[src/rtl/core/ipv4_udp_header_parser_assert.svh]
// Assertion macros for the IPv4/UDP header parser.
`ifndef IPV4_UDP_HEADER_PARSER_ASSERT_SVH
`define IPV4_UDP_HEADER_PARSER_ASSERT_SVH

// Same-cycle implication, sampled on clk, off during rst.
`define IUHP_ASSERT_NOW(label, ante, cons, msg) \
  label: assert property (@(posedge clk) disable iff (rst) (ante) |-> (cons)) \
    else $error(msg);

// Next-cycle implication, sampled on clk, off during rst.
`define IUHP_ASSERT_NEXT(label, ante, cons, msg) \
  label: assert property (@(posedge clk) disable iff (rst) (ante) |=> (cons)) \
    else $error(msg);

`endif

[src/rtl/core/iuhp_pkg.sv]
// Constants and status codes for the IPv4/UDP header parser.
`default_nettype none
package iuhp_pkg;

  localparam int STATUS_W = 4;
  localparam int OFFSET_W = 7;

  localparam logic [7:0] UDP_PROTO  = 8'd17;
  localparam logic [3:0] IHL_MASK   = 4'hF;
  localparam logic [3:0] IP_VER4    = 4'd4;
  localparam logic [15:0] MIN_HDR   = 16'd20;
  localparam logic [15:0] UDP_HDR   = 16'd8;
  localparam logic [15:0] COUNT_MAX = 16'hFFFF;

  localparam logic [STATUS_W-1:0] ST_OK        = 4'd0;
  localparam logic [STATUS_W-1:0] ST_SHORT     = 4'd1;
  localparam logic [STATUS_W-1:0] ST_VERSION   = 4'd2;
  localparam logic [STATUS_W-1:0] ST_IHL       = 4'd3;
  localparam logic [STATUS_W-1:0] ST_HDR_CUT   = 4'd4;
  localparam logic [STATUS_W-1:0] ST_TOTAL_LEN = 4'd5;
  localparam logic [STATUS_W-1:0] ST_NOT_UDP   = 4'd6;
  localparam logic [STATUS_W-1:0] ST_NO_ROOM   = 4'd7;
  localparam logic [STATUS_W-1:0] ST_UDP_LEN   = 4'd8;
  localparam logic [STATUS_W-1:0] ST_OVERRUN   = 4'd9;

endpackage
`default_nettype wire

[src/rtl/core/ipv4_udp_header_parser.sv]
// IPv4/UDP header parser: byte stream in, one header summary per packet out.
//
//  channel | signals                         | direction
//  --------+---------------------------------+----------
//  in      | in_valid, in_stall, data_byte,  | request in
//          | last                            |
//  out     | out_valid, out_stall, status,   | request out
//          | addresses, ports, lengths       |
//
// One byte per cycle sustained while no stall holds the input side; a byte
// is registered on acceptance and parsed from the input register, so the
// summary of a last byte is registered once that byte leaves the parse stage.
// The parse stage is a single pass of capture muxes and 16- and 17-bit compares.
// rst (synchronous) clears the parse state and both valid flags.
// A stalled result holds the input side only when a further last byte
// reaches the parse stage; other bytes keep flowing.
`default_nettype none
`include "ipv4_udp_header_parser_assert.svh"
module ipv4_udp_header_parser (
  input  wire logic                          clk,
  input  wire logic                          rst,
  input  wire logic                          in_valid,
  output logic                               in_stall,
  input  wire logic [7:0]                    data_byte,
  input  wire logic                          last,
  output logic                               out_valid,
  input  wire logic                          out_stall,
  output logic [iuhp_pkg::STATUS_W-1:0]      status,
  output logic [31:0]                        src_address,
  output logic [31:0]                        dst_address,
  output logic [15:0]                        source_port,
  output logic [15:0]                        dest_port,
  output logic [15:0]                        total_length,
  output logic [15:0]                        udp_length,
  output logic [iuhp_pkg::OFFSET_W-1:0]      payload_offset,
  output logic [15:0]                        payload_length
);
  import iuhp_pkg::*;

  // input register
  logic       s1_valid;
  logic [7:0] s1_data;
  logic       s1_last;

  // parse state
  logic [15:0] byte_count, byte_count_next;
  logic [7:0]  version_ihl_byte, version_ihl_byte_next;
  logic [15:0] total_len_reg, total_len_reg_next;
  logic [7:0]  protocol_reg, protocol_reg_next;
  logic [31:0] src_addr_reg, src_addr_reg_next;
  logic [31:0] dst_addr_reg, dst_addr_reg_next;
  logic [15:0] source_port_reg, source_port_reg_next;
  logic [15:0] dest_port_reg, dest_port_reg_next;
  logic [15:0] udp_len_reg, udp_len_reg_next;

  logic        s1_move;
  logic        out_blocked;
  logic [3:0]  words;
  logic [15:0] hdr;
  logic [15:0] pos_off;
  logic        udp_hit;
  logic [3:0]  words_c;
  logic [15:0] hdr_c;
  logic [16:0] udp_end;
  logic [STATUS_W-1:0] status_next;

  assign out_blocked = out_valid && out_stall;
  assign s1_move     = s1_valid && !(s1_last && out_blocked);
  assign in_stall    = s1_valid && !s1_move;

  always_ff @(posedge clk) begin
    if (rst) begin
      s1_valid <= 1'b0;
    end else if (!in_stall) begin
      s1_valid <= in_valid;
    end
    if (in_valid && !in_stall) begin
      s1_data <= data_byte;
      s1_last <= last;
    end
  end

  // capture, using the byte position before this byte is counted
  always_comb begin
    words   = version_ihl_byte[3:0] & IHL_MASK;
    hdr     = {10'd0, words, 2'b00};
    pos_off = byte_count - hdr;
    udp_hit = (byte_count >= MIN_HDR) && (words >= 4'd5) &&
              (byte_count >= hdr) && (pos_off < 16'd6);

    byte_count_next       = (byte_count != COUNT_MAX) ? byte_count + 16'd1 : byte_count;
    version_ihl_byte_next = version_ihl_byte;
    total_len_reg_next    = total_len_reg;
    protocol_reg_next     = protocol_reg;
    src_addr_reg_next     = src_addr_reg;
    dst_addr_reg_next     = dst_addr_reg;
    source_port_reg_next  = source_port_reg;
    dest_port_reg_next    = dest_port_reg;
    udp_len_reg_next      = udp_len_reg;

    priority if (byte_count == 16'd0) begin
      version_ihl_byte_next = s1_data;
    end else if (byte_count == 16'd2) begin
      total_len_reg_next = {s1_data, total_len_reg[7:0]};
    end else if (byte_count == 16'd3) begin
      total_len_reg_next = {total_len_reg[15:8], s1_data};
    end else if (byte_count == 16'd9) begin
      protocol_reg_next = s1_data;
    end else if (byte_count >= 16'd12 && byte_count <= 16'd15) begin
      src_addr_reg_next = {src_addr_reg[23:0], s1_data};
    end else if (byte_count >= 16'd16 && byte_count <= 16'd19) begin
      dst_addr_reg_next = {dst_addr_reg[23:0], s1_data};
    end else begin
    end

    if (udp_hit) begin
      unique case (pos_off[2:0])
        3'd0:    source_port_reg_next = {s1_data, source_port_reg[7:0]};
        3'd1:    source_port_reg_next = {source_port_reg[15:8], s1_data};
        3'd2:    dest_port_reg_next   = {s1_data, dest_port_reg[7:0]};
        3'd3:    dest_port_reg_next   = {dest_port_reg[15:8], s1_data};
        3'd4:    udp_len_reg_next     = {s1_data, udp_len_reg[7:0]};
        default: udp_len_reg_next     = {udp_len_reg[15:8], s1_data};
      endcase
    end
  end

  // check against the state including this byte
  always_comb begin
    words_c = version_ihl_byte_next[3:0] & IHL_MASK;
    hdr_c   = {10'd0, words_c, 2'b00};
    udp_end = {1'b0, hdr_c} + {1'b0, udp_len_reg_next};
    priority if (byte_count_next < MIN_HDR) begin
      status_next = ST_SHORT;
    end else if (version_ihl_byte_next[7:4] != IP_VER4) begin
      status_next = ST_VERSION;
    end else if (words_c < 4'd5) begin
      status_next = ST_IHL;
    end else if (byte_count_next < hdr_c) begin
      status_next = ST_HDR_CUT;
    end else if (total_len_reg_next < hdr_c || total_len_reg_next > byte_count_next) begin
      status_next = ST_TOTAL_LEN;
    end else if (protocol_reg_next != UDP_PROTO) begin
      status_next = ST_NOT_UDP;
    end else if (total_len_reg_next < hdr_c + UDP_HDR) begin
      status_next = ST_NO_ROOM;
    end else if (udp_len_reg_next < UDP_HDR) begin
      status_next = ST_UDP_LEN;
    end else if (udp_end > {1'b0, total_len_reg_next}) begin
      status_next = ST_OVERRUN;
    end else begin
      status_next = ST_OK;
    end
  end

  always_ff @(posedge clk) begin
    if (rst || (s1_move && s1_last)) begin
      byte_count       <= '0;
      version_ihl_byte <= '0;
      total_len_reg    <= '0;
      protocol_reg     <= '0;
      src_addr_reg     <= '0;
      dst_addr_reg     <= '0;
      source_port_reg  <= '0;
      dest_port_reg    <= '0;
      udp_len_reg      <= '0;
    end else if (s1_move) begin
      byte_count       <= byte_count_next;
      version_ihl_byte <= version_ihl_byte_next;
      total_len_reg    <= total_len_reg_next;
      protocol_reg     <= protocol_reg_next;
      src_addr_reg     <= src_addr_reg_next;
      dst_addr_reg     <= dst_addr_reg_next;
      source_port_reg  <= source_port_reg_next;
      dest_port_reg    <= dest_port_reg_next;
      udp_len_reg      <= udp_len_reg_next;
    end
  end

  // result register: zero every field but status on error
  always_ff @(posedge clk) begin
    if (rst) begin
      out_valid <= 1'b0;
    end else if (s1_move && s1_last) begin
      out_valid <= 1'b1;
    end else if (!out_stall) begin
      out_valid <= 1'b0;
    end
    if (s1_move && s1_last) begin
      status <= status_next;
      if (status_next == ST_OK) begin
        src_address    <= src_addr_reg_next;
        dst_address    <= dst_addr_reg_next;
        source_port    <= source_port_reg_next;
        dest_port      <= dest_port_reg_next;
        total_length   <= total_len_reg_next;
        udp_length     <= udp_len_reg_next;
        payload_offset <= hdr_c[OFFSET_W-1:0] + OFFSET_W'(UDP_HDR);
        payload_length <= udp_len_reg_next - UDP_HDR;
      end else begin
        src_address    <= '0;
        dst_address    <= '0;
        source_port    <= '0;
        dest_port      <= '0;
        total_length   <= '0;
        udp_length     <= '0;
        payload_offset <= '0;
        payload_length <= '0;
      end
    end
  end

  `IUHP_ASSERT_NEXT(a_clear_after_last, s1_move && s1_last,
    byte_count == 16'd0 && udp_len_reg == 16'd0, "parse state not cleared after last byte")
  `IUHP_ASSERT_NOW(a_error_zeroes, out_valid && status != ST_OK,
    src_address == 32'd0 && dest_port == 16'd0 && payload_length == 16'd0,
    "error result carries nonzero fields")
  `IUHP_ASSERT_NOW(a_ok_lengths, out_valid && status == ST_OK,
    payload_length + UDP_HDR == udp_length && payload_offset >= 7'd28,
    "inconsistent lengths on good result")
  `IUHP_ASSERT_NEXT(a_hold_result, out_valid && out_stall,
    out_valid && $stable(status), "stalled result lost or changed")

endmodule
`default_nettype wire
[config.mk]
export PLATFORM = sky130hd
export DESIGN_NAME = ipv4_udp_header_parser
export DESIGN_NICKNAME = d
export VERILOG_FILES = /design/src/rtl/core/iuhp_pkg.sv /design/src/rtl/core/ipv4_udp_header_parser.sv
export VERILOG_INCLUDE_DIRS = /design/src /design/src/rtl/core
export SDC_FILE = /design/constraint.sdc
export NUM_CORES = 1
export LEC_CHECK = 0
export BUFFER_PORTS_ARGS = -buffer_cell sky130_fd_sc_hd__buf_2
export CAP_MARGIN = 10
export CORE_MARGIN = 4
export CORE_UTILIZATION = 40
export DETAILED_ROUTE_END_ITERATION = 10
export SLEW_MARGIN = 20
export SYNTH_ARGS = -nofsm -noshare
export SYNTH_HDL_FRONTEND = slang
export SYNTH_SLANG_ARGS = --single-unit
[constraint.sdc]
create_clock -name clk -period 14.3 [get_ports clk]
set_input_delay 1.43 -clock clk [delete_from_list [all_inputs] [get_ports clk]]
set_output_delay 1.43 -clock clk [all_outputs]
set_load 0.1 [all_outputs]
==> flow_summary.yaml <==
clock_tree:
  cts_tree: "yes"
  post_cts_buffers: 0
  hold_buffers: 0
  numCtsBuffers: 37
  clockBufferDepth: 3
  numClockSinks: 321
  insertion_delay_ns: 0.52
  cts.clk_slew.worst_paths_ns: 0.06
  cts-resized-gates: 0
  cts_root_buf: "clkbuf_16"
  htreeDepth: 2
yosys:
  netlist_area_mm2: 0.0161
  synth_edf_count: 159
  synthFlopType: "dfxtp_1"
  synth_seq_cells: 321
  synth_area_per_cell_um2: 9.19
  yosysWarnings: 0
  yosysSeqAreaShare: 0.497
  async_reset_ff_frac: 0
  synth_cells: 1755
  yosysUniqueCellTypes: 70
hold_path:
  hold_class: "reg -> reg"
final_layout:
  stdcell_count: 2398
  areaGrowthSynthToFinish_pct: 14.4
  mostFrequentLayoutCell: "nand2_1"
  nNetsFinal: 1913
  post-route-util: 0.463
  antenna_cells: 0
  layout_common_cells: "362 x nand2_1, 167 x buf_2, 162 x dfxtp_1, 159 x edfxtp_1, 154 x a21oi_1"
  drive_above_1_share: 0.162
sta:
  fmaxAchievable_mhz: 121
  worst_pin_slew_ns: 1.05
  finalCritPeriodShare: 0.580
  slew_violations: 0
  tns_ns: 0
  hold_violations: 0
  fin_skew_ns: 0.0187
  rsz0062_at_grt: "no"
  period_needed_ns: 8.29
  slew_headroom: 0.303
  setup_violations: 0
routing:
  ant_nets: 0
  first_pass_iters: 5
  first_iter_violations: 1045
  route.detailed.drc: 0
  wl_per_cell_um: 19.1
  num_vias: 13100
  routed_wl_mm: 45.8
  vias_per_cell: 5.45
floorplan:
  ios: 170
  die_area_mm2: 0.0436
  die-height_um: 209
  core-area_mm2: 0.0398
  die_x_um: 209
  rows: 73
  start_util: 0.405
global_route:
  grt_pass1_vias: 12500
  grt_start_max_net_pins: 91
  grt_pass1_wl_mm: 72.1
  antenna_found_initial: 0
  grt_overflow: 0
  grt_usage: 0.203
place:
  numPortBuffers: 167
  dp_hpwl_mm: 29.6
  gp_congestion: 0.903
  placedCellCount: 2330
setup_path:
  worstPathRequired_ns: 14.51
  crit_type: "reg -> reg"
  critPathMaxStageDelay_ns: 0.92
  crit_arrival_ns: 8.51
  worst_path_max_delay_cell: "buf_4"
  cp-start-kind: "flop"
  end_kind: "flop"
  crit_fanout: 90
  crit_path_frequent_cell: "ha_1"
run_status:
  status: "complete, no violations"
power:
  power_density_mw_per_mm2: 119
  p_leak_nw: 6.86
  ir_drop_mv: 0.0585
flow_run:
  drv_cap: 0
critical path: cells and delay by family (launching register included):
family                   cells  cell delay [ns]
flip-flops                   1             0.52
AND/OR/NAND/NOR              7             1.73
AO/OA/AOI/OAI                9             2.05
multiplexers                 2             0.43
buffers and inverters        4             1.47
XOR/XNOR                     1             0.18
adder cells (fa/ha/maj)      5             1.47
cell type report:
| type | instances | area (um^2) |
|---|---|---|
| tap | 525 | 657 |
| inverter | 49 | 184 |
| multi-input combinational | 1247 | 7350 |
| clock inverter | 20 | 211 |
| sequential | 321 | 8020 |
| fill | 3841 | 21400 |
| clock buffer | 48 | 1030 |
| timing repair buffer | 188 | 997 |
per-layer routing:
metal | GRT usage | vias to the layer above | wire, um
li1 | - | 6306 | -
met1 | 0.298 | 6289 | 21400
met2 | 0.315 | 409 | 20500
met3 | 0.0315 | 69 | 2930
met4 | 0.0524 | 0 | 1020
met5 | 0 | - | 0
logic make-up (layout without fill, tap and decap cells):
kind of cell    after synthesis  after routing  synth area share
compound gates              336            336             0.135
xor+xnor                     36             36            0.0195
fa+ha+maj                    56             56            0.0439
buf+inv                     188            305            0.0494
flops                       321            321             0.497
mux                          87             87            0.0543
other cells                   1              2          0.000232
simple gates                730            730             0.201
through the flow:
| stage | power (W) | cell area [um^2] | hold WS, ns | setup WS (ns) |
|---|---|---|---|---|
| after floorplan | 0.00119 | 16100 | 0.431 | 7.00 |
| after global placement | 0.00125 | 17200 | 0.438 | 6.30 |
| after detailed placement | 0.00125 | 17200 | 0.444 | 6.10 |
| after CTS | 0.00221 | 18400 | 0.451 | 6.09 |
| after global routing | 0.00227 | 18400 | 0.463 | 5.35 |
| final | 0.00220 | 18400 | 0.450 | 6.01 |
Yosys cell counts (6+ instances only):
| cell | instances | area (um^2) |
|---|---|---|
| a21oi_2 | 31 | 272 |
| buf_4 | 6 | 45.0 |
| or2_2 | 7 | 43.8 |
| edfxtp_1 | 159 | 4770 |
| nor3_1 | 64 | 320 |
| nand2_1 | 364 | 1370 |
| clkbuf_1 | 107 | 402 |
| xor2_1 | 12 | 105 |
| buf_6 | 7 | 78.8 |
| and2_1 | 14 | 87.6 |
| a21o_1 | 8 | 60.1 |
| nor2b_1 | 7 | 43.8 |
| a211oi_1 | 60 | 450 |
| nand4_1 | 18 | 113 |
| o21a_1 | 7 | 52.6 |
| nor4_1 | 13 | 81.3 |
| or3_1 | 11 | 68.8 |
| inv_1 | 46 | 173 |
| dfxtp_1 | 162 | 3240 |
| xnor2_1 | 24 | 210 |
| and3_1 | 14 | 87.6 |
| nand3_1 | 30 | 150 |
| o21ai_0 | 38 | 190 |
| ha_1 | 55 | 688 |
| buf_1 | 6 | 22.5 |
| mux2i_1 | 85 | 851 |
| nand2b_1 | 17 | 106 |
| buf_2 | 13 | 65.1 |
| nor2_1 | 146 | 548 |
| a21oi_1 | 154 | 771 |
final timing paths:
kind | start | to | slack [ns] | cells past startpoint
hold reg to reg | source_port_reg[3]$_SDFFE_PP0P_ | source_port_reg[3]$_SDFFE_PP0P_ | 0.45 | 2
hold / removal | source_port_reg[3]$_SDFFE_PP0P_ | source_port_reg[3]$_SDFFE_PP0P_ | 0.45 | 2
setup / recovery | byte_count[2]$_SDFFE_PP0P_ | payload_length[13]$_SDFFCE_PP0P_ | 6.01 | 28
setup reg to reg | byte_count[2]$_SDFFE_PP0P_ | payload_length[13]$_SDFFCE_PP0P_ | 6.01 | 28
report_power, final:
group	total (W)	switching, W	internal [W]
Combinational	0.000246	0.000180	0.0000661
Clock	0.000965	0.000382	0.000583
Sequential	0.000985	0.00000910	0.000976
Total	0.00220	0.000571	0.00163
No activity file was read; power rests on OpenSTA's default activity.
